===== config.mk =====
export PLATFORM = sky130hd
export DESIGN_NAME = pixel_mask_bbox_roi_placer
export DESIGN_NICKNAME = d
export VERILOG_FILES = /design/src/hdl/pmbr_pkg.sv /design/src/hdl/pixel_mask_bbox_roi_placer.sv /design/src/hdl/pmbr_tables.sv /design/src/hdl/pmbr_div.sv
export SDC_FILE = /design/constraint.sdc
export NUM_CORES = 2
export LEC_CHECK = 0
export BUFFER_PORTS_ARGS = -buffer_cell sky130_fd_sc_hd__buf_2
export CAP_MARGIN = 20
export CORE_ASPECT_RATIO = 0.7
export CORE_UTILIZATION = 40
export CTS_BUF_LIST = sky130_fd_sc_hd__clkbuf_4 sky130_fd_sc_hd__clkbuf_8
export CTS_CLUSTER_SIZE = 25
export DETAILED_ROUTE_END_ITERATION = 16
export PLACE_DENSITY = 0.63
export SLEW_MARGIN = 10
export SYNTH_ARGS = -nofsm -noshare
export SYNTH_HDL_FRONTEND = slang
export SYNTH_SLANG_ARGS = --single-unit

===== constraint.sdc =====
create_clock -name clk -period 10.49 [get_ports clk]
set_input_delay 1.5735 -clock clk [delete_from_list [all_inputs] [get_ports clk]]
set_output_delay 1.5735 -clock clk [all_outputs]
set_load 0.01 [all_outputs]

===== src/hdl/pmbr_pkg.sv =====
// Types and constants for the pixel mask, bounding box and ROI placer.
`default_nettype none
package pmbr_pkg;
  localparam int SCORE_W = 16;
  localparam int COORD_W = 20;
  localparam int VAL_W   = 16;
  localparam int TIDX_W  = 5;
  localparam int CFG_W   = 16;
  localparam int CFGI_W  = 3;

  localparam logic [1:0] OP_SCORE = 2'd0;
  localparam logic [1:0] OP_BP    = 2'd1;
  localparam logic [1:0] OP_SCALE = 2'd2;

  localparam logic [CFGI_W-1:0] CFG_THRESHOLD = 3'd0;
  localparam logic [CFGI_W-1:0] CFG_WIDTH     = 3'd1;
  localparam logic [CFGI_W-1:0] CFG_HEIGHT    = 3'd2;
  localparam logic [CFGI_W-1:0] CFG_ROIS      = 3'd3;
  localparam logic [CFGI_W-1:0] CFG_INTERVALS = 3'd4;

  typedef struct packed {
    logic [1:0]               operation;
    logic signed [SCORE_W-1:0] score;
    logic                     last_channel;
    logic [TIDX_W-1:0]        table_index;
    logic [VAL_W-1:0]         table_value;
  } pmbr_in_t;

  typedef struct packed {
    logic                      kind;
    logic                      mask_bit;
    logic [15:0]               image_index;
    logic signed [COORD_W-1:0] roi_left;
    logic signed [COORD_W-1:0] roi_top;
    logic signed [COORD_W-1:0] roi_right;
    logic signed [COORD_W-1:0] roi_bottom;
    logic                      last;
  } pmbr_out_t;

  typedef struct packed {
    logic              bp_we;
    logic              sc_we;
    logic [TIDX_W-1:0] index;
    logic [VAL_W-1:0]  value;
  } pmbr_tbl_wr_t;
endpackage
`default_nettype wire


===== src/hdl/pixel_mask_bbox_roi_placer.sv =====
// Top level: per-pixel mask, bounding box tracking and square ROI sequencing.
//  channel | direction | handshake             | payload
//  in_     | input     | in_valid / in_ready   | pmbr_in_t
//  out_    | output    | out_valid / out_ready | pmbr_out_t
//  cfg_    | input     | cfg_valid / cfg_ready | cfg_index, cfg_data
// A score or table item is accepted when the control is idle and the result register is free.
// At image end each ROI searches the breakpoints, reads its scale, divides in the serial
// divider, then centres and clamps the square; input is held off meanwhile.
// Reset is synchronous and clears control state; tables hold garbage until loaded.
// A stalled result register holds off new input items.
`default_nettype none
module pixel_mask_bbox_roi_placer #(
  parameter int MAX_DIM = 1024,
  parameter int MAX_ROIS = 4,
  parameter int MAX_INTERVALS = 4
) (
  input  wire                           clk,
  input  wire                           rst_n,
  input  wire                           in_valid,
  output logic                          in_ready,
  input  pmbr_pkg::pmbr_in_t            in_data,
  output logic                          out_valid,
  input  wire                           out_ready,
  output pmbr_pkg::pmbr_out_t           out_data,
  input  wire                           cfg_valid,
  output logic                          cfg_ready,
  input  wire [pmbr_pkg::CFGI_W-1:0]    cfg_index,
  input  wire [pmbr_pkg::CFG_W-1:0]     cfg_data
);
  import pmbr_pkg::*;

  localparam int BP_DEPTH = MAX_ROIS * MAX_INTERVALS;
  localparam int SC_DEPTH = MAX_ROIS * (MAX_INTERVALS + 1);
  localparam int BP_AW = (BP_DEPTH > 1) ? $clog2(BP_DEPTH) : 1;
  localparam int SC_AW = $clog2(SC_DEPTH);
  localparam int DIM_W = $clog2(MAX_DIM + 2);
  localparam int CNT_W = $clog2(MAX_DIM);
  localparam int CW    = DIM_W + 10;
  localparam int NUM_W = DIM_W + 8;
  localparam int RW    = $clog2(MAX_ROIS + 1);
  localparam int PW    = $clog2(MAX_INTERVALS + 1);

  localparam logic [3:0] S_IDLE = 4'd0;
  localparam logic [3:0] S_BP   = 4'd1;
  localparam logic [3:0] S_BPC  = 4'd2;
  localparam logic [3:0] S_SC   = 4'd3;
  localparam logic [3:0] S_SCW  = 4'd4;
  localparam logic [3:0] S_DIV  = 4'd5;
  localparam logic [3:0] S_CEN  = 4'd6;
  localparam logic [3:0] S_FAR  = 4'd7;
  localparam logic [3:0] S_OUT  = 4'd8;

  logic [3:0] state_r, state_nxt;

  logic signed [SCORE_W-1:0] thr_r;
  logic [10:0] cfg_w_r, cfg_h_r;
  logic [2:0]  cfg_rois_r, cfg_iv_r;

  logic signed [SCORE_W-1:0] best_r, best_nxt;
  logic bg_r, bg_nxt, fcp_r, fcp_nxt, found_r, found_nxt;
  logic [CNT_W-1:0] col_r, col_nxt, row_r, row_nxt;
  logic [CNT_W-1:0] minx_r, minx_nxt, miny_r, miny_nxt, maxx_r, maxx_nxt, maxy_r, maxy_nxt;
  logic [15:0] img_r, img_nxt;

  logic signed [CW-1:0] x1_r, x1_nxt, y1_r, y1_nxt, rw_r, rw_nxt, rh_r, rh_nxt;
  logic signed [CW-1:0] sq_r, sq_nxt, side_r, side_nxt, l_r, l_nxt, t_r, t_nxt;
  logic signed [CW-1:0] rr_r, rr_nxt, bb_r, bb_nxt;
  logic [DIM_W-1:0] w_r, w_nxt, h_r, h_nxt;
  logic [RW-1:0] rois_r, rois_nxt, r_r, r_nxt;
  logic [PW-1:0] iv_r, iv_nxt, p_r, p_nxt;
  logic [BP_AW-1:0] bi_r, bi_nxt;
  logic [SC_AW-1:0] si_r, si_nxt, sb_r, sb_nxt;

  logic out_valid_r, out_valid_nxt;
  pmbr_out_t out_r, out_nxt;

  logic in_fire, out_free, div_start, div_done;
  logic [NUM_W-1:0] div_quo;
  logic [VAL_W-1:0] sc_data, den;
  logic [DIM_W-1:0] bp_data, w_cl, h_cl;
  logic signed [CW-1:0] bp_ext, w_s, h_s, ext, rr_t, bb_t;
  logic signed [SCORE_W-1:0] pb;
  logic pbg, mask, end_img;
  logic [CNT_W-1:0] nminx, nminy, nmaxx, nmaxy;
  logic nfound;
  logic signed [CW-1:0] bx1, by1, bx2, by2;
  logic [RW-1:0] rois_cl;
  logic [PW-1:0] iv_cl;
  pmbr_tbl_wr_t tbl_wr;

  assign out_free  = !out_valid_r || out_ready;
  assign in_ready  = (state_r == S_IDLE) && out_free;
  assign in_fire   = in_valid && in_ready;
  assign cfg_ready = 1'b1;
  assign out_valid = out_valid_r;
  assign out_data  = out_r;

  assign tbl_wr.bp_we = in_fire && in_data.operation == OP_BP;
  assign tbl_wr.sc_we = in_fire && in_data.operation == OP_SCALE;
  assign tbl_wr.index = in_data.table_index;
  assign tbl_wr.value = in_data.table_value;

  pmbr_tables #(
    .MAX_DIM(MAX_DIM), .BP_DEPTH(BP_DEPTH), .SC_DEPTH(SC_DEPTH),
    .BP_AW(BP_AW), .SC_AW(SC_AW), .DIM_W(DIM_W)
  ) u_tables (
    .clk(clk), .wr(tbl_wr), .bp_addr(bi_r + BP_AW'(p_r)), .sc_addr(si_r),
    .bp_data(bp_data), .sc_data(sc_data)
  );

  assign den = (sc_data == '0) ? VAL_W'(1) : sc_data;

  pmbr_div #(.NUM_W(NUM_W), .DEN_W(VAL_W)) u_div (
    .clk(clk), .rst_n(rst_n), .start(div_start), .num({h_r, 8'h00}), .den(den),
    .done(div_done), .quo(div_quo)
  );

  always_comb begin
    w_cl = (cfg_w_r == '0) ? DIM_W'(1) :
           (int'(cfg_w_r) > MAX_DIM) ? DIM_W'(MAX_DIM) : DIM_W'(cfg_w_r);
    h_cl = (cfg_h_r == '0) ? DIM_W'(1) :
           (int'(cfg_h_r) > MAX_DIM) ? DIM_W'(MAX_DIM) : DIM_W'(cfg_h_r);
    rois_cl = (int'(cfg_rois_r) > MAX_ROIS) ? RW'(MAX_ROIS) : RW'(cfg_rois_r);
    iv_cl = (int'(cfg_iv_r) > MAX_INTERVALS) ? PW'(MAX_INTERVALS) : PW'(cfg_iv_r);

    if (fcp_r) begin
      pb = in_data.score;
      pbg = 1'b1;
    end else if (in_data.score >= best_r) begin
      pb = in_data.score;
      pbg = 1'b0;
    end else begin
      pb = best_r;
      pbg = bg_r;
    end
    mask = (pb >= thr_r) && !pbg;
    nminx = (mask && col_r < minx_r) ? col_r : minx_r;
    nminy = (mask && row_r < miny_r) ? row_r : miny_r;
    nmaxx = (mask && col_r > maxx_r) ? col_r : maxx_r;
    nmaxy = (mask && row_r > maxy_r) ? row_r : maxy_r;
    nfound = found_r || mask;
    end_img = (DIM_W'(col_r) >= w_cl - DIM_W'(1)) && (DIM_W'(row_r) >= h_cl - DIM_W'(1));
    w_s = CW'(w_cl);
    h_s = CW'(h_cl);
    if (nfound) begin
      bx1 = CW'(nminx); by1 = CW'(nminy); bx2 = CW'(nmaxx); by2 = CW'(nmaxy);
    end else begin
      bx1 = '0; by1 = '0; bx2 = w_s - CW'(1); by2 = h_s - CW'(1);
    end
    bp_ext = CW'(bp_data);
    ext  = '0;
    rr_t = side_r + l_r - CW'(1);
    bb_t = side_r + t_r - CW'(1);
  end

  always_comb begin
    state_nxt = state_r;
    best_nxt = best_r; bg_nxt = bg_r; fcp_nxt = fcp_r; found_nxt = found_r;
    col_nxt = col_r; row_nxt = row_r;
    minx_nxt = minx_r; miny_nxt = miny_r; maxx_nxt = maxx_r; maxy_nxt = maxy_r;
    img_nxt = img_r;
    x1_nxt = x1_r; y1_nxt = y1_r; rw_nxt = rw_r; rh_nxt = rh_r; sq_nxt = sq_r;
    side_nxt = side_r; l_nxt = l_r; t_nxt = t_r; rr_nxt = rr_r; bb_nxt = bb_r;
    w_nxt = w_r; h_nxt = h_r; rois_nxt = rois_r; r_nxt = r_r; iv_nxt = iv_r;
    p_nxt = p_r; bi_nxt = bi_r; si_nxt = si_r; sb_nxt = sb_r;
    out_valid_nxt = out_valid_r && !out_ready;
    out_nxt = out_r;
    div_start = 1'b0;

    case (state_r)
      S_IDLE: begin
        if (in_fire && in_data.operation == OP_SCORE) begin
          best_nxt = pb;
          bg_nxt = pbg;
          fcp_nxt = 1'b0;
          if (in_data.last_channel) begin
            fcp_nxt = 1'b1;
            minx_nxt = nminx; miny_nxt = nminy; maxx_nxt = nmaxx; maxy_nxt = nmaxy;
            found_nxt = nfound;
            if (DIM_W'(col_r) >= w_cl - DIM_W'(1)) begin
              col_nxt = '0;
              row_nxt = (DIM_W'(row_r) >= h_cl - DIM_W'(1)) ? '0 : row_r + CNT_W'(1);
            end else begin
              col_nxt = col_r + CNT_W'(1);
            end
            out_valid_nxt = 1'b1;
            out_nxt = '0;
            out_nxt.mask_bit = mask;
            out_nxt.image_index = img_r;
            out_nxt.last = !end_img || rois_cl == '0;
            if (end_img) begin
              minx_nxt = CNT_W'(MAX_DIM - 1); miny_nxt = CNT_W'(MAX_DIM - 1);
              maxx_nxt = '0; maxy_nxt = '0; found_nxt = 1'b0;
              x1_nxt = bx1; y1_nxt = by1;
              rw_nxt = bx2 - bx1 + CW'(1);
              rh_nxt = by2 - by1 + CW'(1);
              sq_nxt = (bx2 - bx1 > by2 - by1) ? bx2 - bx1 + CW'(1) : by2 - by1 + CW'(1);
              w_nxt = w_cl; h_nxt = h_cl;
              rois_nxt = rois_cl; iv_nxt = iv_cl;
              r_nxt = '0; p_nxt = '0; bi_nxt = '0; si_nxt = '0; sb_nxt = '0;
              if (rois_cl == '0) begin
                img_nxt = img_r + 16'd1;
              end else begin
                state_nxt = S_BP;
              end
            end
          end
        end
      end
      S_BP: begin
        state_nxt = (p_r < iv_r) ? S_BPC : S_SC;
      end
      S_BPC: begin
        if (sq_r >= bp_ext) begin
          si_nxt = si_r + SC_AW'(1);
          p_nxt = p_r + PW'(1);
          state_nxt = S_BP;
        end else begin
          state_nxt = S_SC;
        end
      end
      S_SC: begin
        state_nxt = S_SCW;
      end
      S_SCW: begin
        div_start = 1'b1;
        state_nxt = S_DIV;
      end
      S_DIV: begin
        if (div_done) begin
          side_nxt = CW'(div_quo);
          state_nxt = S_CEN;
        end
      end
      S_CEN: begin
        l_nxt = (rw_r < side_r) ? x1_r - ((side_r - rw_r) >>> 1) : x1_r;
        t_nxt = (rh_r < side_r) ? y1_r - ((side_r - rh_r) >>> 1) : y1_r;
        if (l_nxt < ext) l_nxt = '0;
        if (t_nxt < ext) t_nxt = '0;
        state_nxt = S_FAR;
      end
      S_FAR: begin
        rr_nxt = rr_t;
        bb_nxt = bb_t;
        if (rr_t > $signed(CW'(w_r) - CW'(1))) begin
          rr_nxt = CW'(w_r) - CW'(1);
          l_nxt = CW'(w_r) - side_r;
        end
        if (bb_t > $signed(CW'(h_r) - CW'(1))) begin
          bb_nxt = CW'(h_r) - CW'(1);
          t_nxt = CW'(h_r) - side_r;
        end
        state_nxt = S_OUT;
      end
      S_OUT: begin
        if (out_free) begin
          out_valid_nxt = 1'b1;
          out_nxt = '0;
          out_nxt.kind = 1'b1;
          out_nxt.image_index = img_r;
          out_nxt.roi_left = COORD_W'(l_r);
          out_nxt.roi_top = COORD_W'(t_r);
          out_nxt.roi_right = COORD_W'(rr_r);
          out_nxt.roi_bottom = COORD_W'(bb_r);
          out_nxt.last = (r_r + RW'(1)) == rois_r;
          if ((r_r + RW'(1)) == rois_r) begin
            img_nxt = img_r + 16'd1;
            state_nxt = S_IDLE;
          end else begin
            r_nxt = r_r + RW'(1);
            p_nxt = '0;
            bi_nxt = bi_r + BP_AW'(iv_r);
            sb_nxt = sb_r + SC_AW'(iv_r) + SC_AW'(1);
            si_nxt = sb_r + SC_AW'(iv_r) + SC_AW'(1);
            state_nxt = S_BP;
          end
        end
      end
      default: begin
        state_nxt = S_IDLE;
      end
    endcase
  end

  always_ff @(posedge clk) begin
    if (!rst_n) begin
      state_r <= S_IDLE;
      thr_r <= '0;
      cfg_w_r <= 11'd1024;
      cfg_h_r <= 11'd1024;
      cfg_rois_r <= 3'd1;
      cfg_iv_r <= 3'd0;
      best_r <= '0;
      bg_r <= 1'b1;
      fcp_r <= 1'b1;
      found_r <= 1'b0;
      col_r <= '0;
      row_r <= '0;
      minx_r <= CNT_W'(MAX_DIM - 1);
      miny_r <= CNT_W'(MAX_DIM - 1);
      maxx_r <= '0;
      maxy_r <= '0;
      img_r <= '0;
      out_valid_r <= 1'b0;
    end else begin
      state_r <= state_nxt;
      if (cfg_valid) begin
        case (cfg_index)
          CFG_THRESHOLD: thr_r <= cfg_data;
          CFG_WIDTH:     cfg_w_r <= cfg_data[10:0];
          CFG_HEIGHT:    cfg_h_r <= cfg_data[10:0];
          CFG_ROIS:      cfg_rois_r <= cfg_data[2:0];
          CFG_INTERVALS: cfg_iv_r <= cfg_data[2:0];
          default: ;
        endcase
      end
      best_r <= best_nxt;
      bg_r <= bg_nxt;
      fcp_r <= fcp_nxt;
      found_r <= found_nxt;
      col_r <= col_nxt;
      row_r <= row_nxt;
      minx_r <= minx_nxt;
      miny_r <= miny_nxt;
      maxx_r <= maxx_nxt;
      maxy_r <= maxy_nxt;
      img_r <= img_nxt;
      out_valid_r <= out_valid_nxt;
    end
    x1_r <= x1_nxt; y1_r <= y1_nxt; rw_r <= rw_nxt; rh_r <= rh_nxt; sq_r <= sq_nxt;
    side_r <= side_nxt; l_r <= l_nxt; t_r <= t_nxt; rr_r <= rr_nxt; bb_r <= bb_nxt;
    w_r <= w_nxt; h_r <= h_nxt; rois_r <= rois_nxt; r_r <= r_nxt; iv_r <= iv_nxt;
    p_r <= p_nxt; bi_r <= bi_nxt; si_r <= si_nxt; sb_r <= sb_nxt;
    out_r <= out_nxt;
  end
endmodule
`default_nettype wire


===== src/hdl/pmbr_tables.sv =====
// Breakpoint and scale memories with registered read ports.
`default_nettype none
module pmbr_tables #(
  parameter int MAX_DIM = 1024,
  parameter int BP_DEPTH = 16,
  parameter int SC_DEPTH = 20,
  parameter int BP_AW = 4,
  parameter int SC_AW = 5,
  parameter int DIM_W = 11
) (
  input  wire                         clk,
  input  pmbr_pkg::pmbr_tbl_wr_t      wr,
  input  wire [BP_AW-1:0]             bp_addr,
  input  wire [SC_AW-1:0]             sc_addr,
  output logic [DIM_W-1:0]            bp_data,
  output logic [pmbr_pkg::VAL_W-1:0]  sc_data
);
  import pmbr_pkg::*;

  logic [DIM_W-1:0] bp_mem [BP_DEPTH];
  logic [VAL_W-1:0] sc_mem [SC_DEPTH];
  logic [DIM_W-1:0] bp_sat;

  assign bp_sat = (int'(wr.value) > MAX_DIM + 1) ? DIM_W'(MAX_DIM + 1) : DIM_W'(wr.value);

  always_ff @(posedge clk) begin
    if (wr.bp_we && int'(wr.index) < BP_DEPTH) begin
      bp_mem[BP_AW'(wr.index)] <= bp_sat;
    end
    if (wr.sc_we && int'(wr.index) < SC_DEPTH) begin
      sc_mem[SC_AW'(wr.index)] <= wr.value;
    end
    bp_data <= bp_mem[bp_addr];
    sc_data <= sc_mem[sc_addr];
  end
endmodule
`default_nettype wire


===== src/hdl/pmbr_div.sv =====
// Restoring divider producing one quotient bit per cycle.
`default_nettype none
module pmbr_div #(
  parameter int NUM_W = 19,
  parameter int DEN_W = 16
) (
  input  wire              clk,
  input  wire              rst_n,
  input  wire              start,
  input  wire [NUM_W-1:0]  num,
  input  wire [DEN_W-1:0]  den,
  output logic             done,
  output logic [NUM_W-1:0] quo
);
  localparam int CNT_W = $clog2(NUM_W + 1);

  logic             busy_r, busy_nxt, done_r, done_nxt;
  logic [CNT_W-1:0] cnt_r, cnt_nxt;
  logic [DEN_W-1:0] rem_r, rem_nxt, den_r, den_nxt;
  logic [NUM_W-1:0] quo_r, quo_nxt;
  logic [DEN_W:0]   sh;
  logic [DEN_W+1:0] diff;

  assign sh   = {rem_r, quo_r[NUM_W-1]};
  assign diff = {1'b0, sh} - {2'b00, den_r};

  always_comb begin
    busy_nxt = busy_r;
    done_nxt = 1'b0;
    cnt_nxt  = cnt_r;
    rem_nxt  = rem_r;
    den_nxt  = den_r;
    quo_nxt  = quo_r;
    if (start) begin
      busy_nxt = 1'b1;
      cnt_nxt  = '0;
      rem_nxt  = '0;
      den_nxt  = den;
      quo_nxt  = num;
    end else if (busy_r) begin
      rem_nxt = diff[DEN_W+1] ? sh[DEN_W-1:0] : diff[DEN_W-1:0];
      quo_nxt = {quo_r[NUM_W-2:0], ~diff[DEN_W+1]};
      cnt_nxt = cnt_r + CNT_W'(1);
      if (cnt_r == CNT_W'(NUM_W - 1)) begin
        busy_nxt = 1'b0;
        done_nxt = 1'b1;
      end
    end
  end

  always_ff @(posedge clk) begin
    if (!rst_n) begin
      busy_r <= 1'b0;
      done_r <= 1'b0;
      cnt_r  <= '0;
    end else begin
      busy_r <= busy_nxt;
      done_r <= done_nxt;
      cnt_r  <= cnt_nxt;
    end
    rem_r <= rem_nxt;
    den_r <= den_nxt;
    quo_r <= quo_nxt;
  end

  assign done = done_r;
  assign quo  = quo_r;
endmodule
`default_nettype wire


==> metrics.txt <==
GRT Total Usage=0.198; Slew HR=0.274; initial antenna violation count=6; status=complete, no violations; Post-CTS Repair Setup Buffers=0; Clock Latency Late Sink=0.90 ns; largest area contributor in the netlist=edfxtp_1; # clock sinks=1056; CP max stage delay=roughly 0.38 ns; hold path start=u_tables.sc_data[13]$_DFF_P_; Syn Inst Count=between 4000 and 5000; Worst Hold End=u_div.den_r[13]$_SDFFCE_PN0P_; Reg2Reg Setup Slack=around 1.1 ns; Worst EP required=approximately 11 ns; Root Buffer=clkbuf_8; CP startpoint=in_data[34]; Vias=around 37000; Die Wd=444 µm; compound-cell area share of the yosys netlist=0.109; CTS clk-pin slew, worst paths=0.06 ns; 1st-iter DRT viols=3047; synth cell count leaders=edfxtp_1, inv_1, ha_1; input/output buffers=164; leak pwr=24.6 nW; Nets=5412; smallest hold slack=0.435 ns; worst flop-to-flop path startpoint=best_r[10]$_SDFFE_PN0P_; Starting Density=0.404; element type at the critical path end=flop; Worst-Margin Slew=1.09 ns; top area cells in the synthesized netlist=edfxtp_1, ha_1, dfxtp_1; Layout area overhead=12.8%; YS warnings=0; critical path class=in -> reg; PwrDens=~150 nW/µm²; first-pass GRT wire length=212000 µm; Tightest Hold Check Type=reg -> reg; Setup violations, final=0; Fin Setup TNS=0 ns; register area share after synthesis=0.542; DRC viols=0; die area=139000 µm²; Placer Congestion=around 0.95; post-route ant nets=0; Reg-to-Reg End=sq_r[15]$_DFFE_PP_; multiplexer area fraction after synthesis=0.0688; vias per cell=~5.3; Syn Area/Cell=11.7 µm²; Inserted Clock Buffers=166; Die Ht=between 300 and 400 µm; Async SR Flop Fraction=0; TritonCTS clock tree=done; filler instances=12300; post-synthesis simple-gate area fraction=0.112; Fin. Hold Viols=0; Startpoint Class=input pin; IO Pins=166; syn_nets=5158; Post-synth EDFFs=around 850; XOR/XNOR share of the synthesized area=0.0374; H-tree Lvls=4; flops & latches, synth=1056; pin count of the biggest net entering global routing=115; Overflow after GRT=0; WP data arrival=about 10 ns; CTS Hold Bufs=0; Netlist Area Pre-Place=54800 µm²; Yosys top cell area share=0.468; drt pass-1 iters=5; most common cell in the netlist=edfxtp_1; layout cells sized above 1=0.148; routed length per instance=about 20 µm; Synth cell types=90; cell depth of the worst flop-to-flop path=44; Core ar.=136000 µm²; Routed WL=approximately 140000 µm; Rows=113; RSZ-0062 raised after global routing=false; Slew Viols, Final=0; DP HPWL=99600 µm; FMAX=102 MHz; Final min period=9.80 ns; vias in the first global route=roughly 36000; fin crit share=0.934; Synth Area in Adders=0.0914; peak supply drop=0.000128 V; Max Fanout on Critical Path=21; ys flop type=edfxtp_1; largest family of logic cells by synthesized area=simple AND/OR/NAND/NOR gates; hold depth=0; CTS-repair resized insts=0; Worst path slowest cell=nor4_1; Clock Tree Buf Depth=3; Final Skew=0.0475 ns; max_cap viols=0
stage by stage:
stage	area, µm²	power, mW	std cells	worst slack, ns	util
floorplan	54800	5.11	4702	0.00216	-
global placement	58100	5.35	6557	0.0185	0.428
detailed placement	58100	5.36	6562	-0.238	0.428
CTS	61800	9.18	6865	0.692	0.455
global route	61800	9.44	6874	0.0689	0.456
finish	61900	9.11	6878	0.691	0.456
worst max-delay path, delay by kind of cell:
kind	cells	cell delay (ns)
multiplexers	2	0.71
AO/OA/AOI/OAI	20	3.88
AND/OR/NAND/NOR	9	1.56
buffers and inverters	8	1.40
adder cells (fa/ha/maj)	5	1.28
registers in the layout, summed over array words and instances, names as in the netlist, 11 cells and up:
signal,flops
u_tables.sc_mem,320
u_tables.bp_mem,176
out_data,99
l_r,21
rh_r,21
rw_r,21
sq_r,21
t_r,21
bb_r,20
rr_r,20
side_r,19
u_div.quo,19
best_r,16
img_r,16
thr_r,16
u_div.den_r,16
u_div.rem_r,16
u_tables.sc_data,16
cfg_h_r,11
cfg_w_r,11
h_r,11
u_tables.bp_data,11
w_r,11
cell families (layout without fill, tap and decap cells):
group | count (synthesis) | after routing
AOI/OAI and AO/OA | 904 | 904
other | 1 | 6
adders and majority gates | 392 | 392
xor gates and xnor gates | 234 | 234
muxes | 256 | 256
and+or+nand+nor | 1283 | 1283
buffers and inverters | 576 | 965
DFF | 1056 | 1056
report_power, final:
part	internal (mW)	switching, mW
sequential	4.55	0.0188
clock	2.12	1.70
combinational	0.280	0.435
total	6.95	2.16
cell type report:
type | count | area, µm² | share of cell area
multi-input combinational | 3070 | 23100 | 0.373
clock buffer | 235 | 2880 | 0.0466
clock inverter | 68 | 752 | 0.0122
sequential | 1056 | 29700 | 0.480
antenna | 5 | 12.5 | 0.000202
inverter | 388 | 1460 | 0.0236
tap | 1782 | 2230 | 0.0360
timing repair buffer | 274 | 1730 | 0.0280
worst max-delay path by stage:
stage	endpoint
floorplan	sq_r[10]$_DFFE_PP_
global placement	sq_r[13]$_DFFE_PP_
global route	sq_r[4]$_DFFE_PP_
finish	sq_r[15]$_DFFE_PP_
CTS	sq_r[2]$_DFFE_PP_
detailed placement	sq_r[17]$_DFFE_PP_
metal layers:
metal  track usage  vias up  part of all wire
met3        0.0373      201             0.066
met4        0.0544        4             0.021
met5             0        -           0.00024
li1              -    17800                 -
met2         0.285     1053              0.42
met1         0.300    17700              0.49
layout by cell type (no fill, tap or decap), types with 94 or more instances in the layout:
cell      count
inv_1       383
nor2_1      351
clkbuf_8    179
xnor2_1     138
ha_1        377
dfxtp_1     201
buf_4        98
nand2_1     343
o21ai_0     178
mux2i_1     120
buf_2       165
a21oi_1     258
edfxtp_1    854
xor2_1       94
No activity file was read; power rests on OpenSTA's default activity.
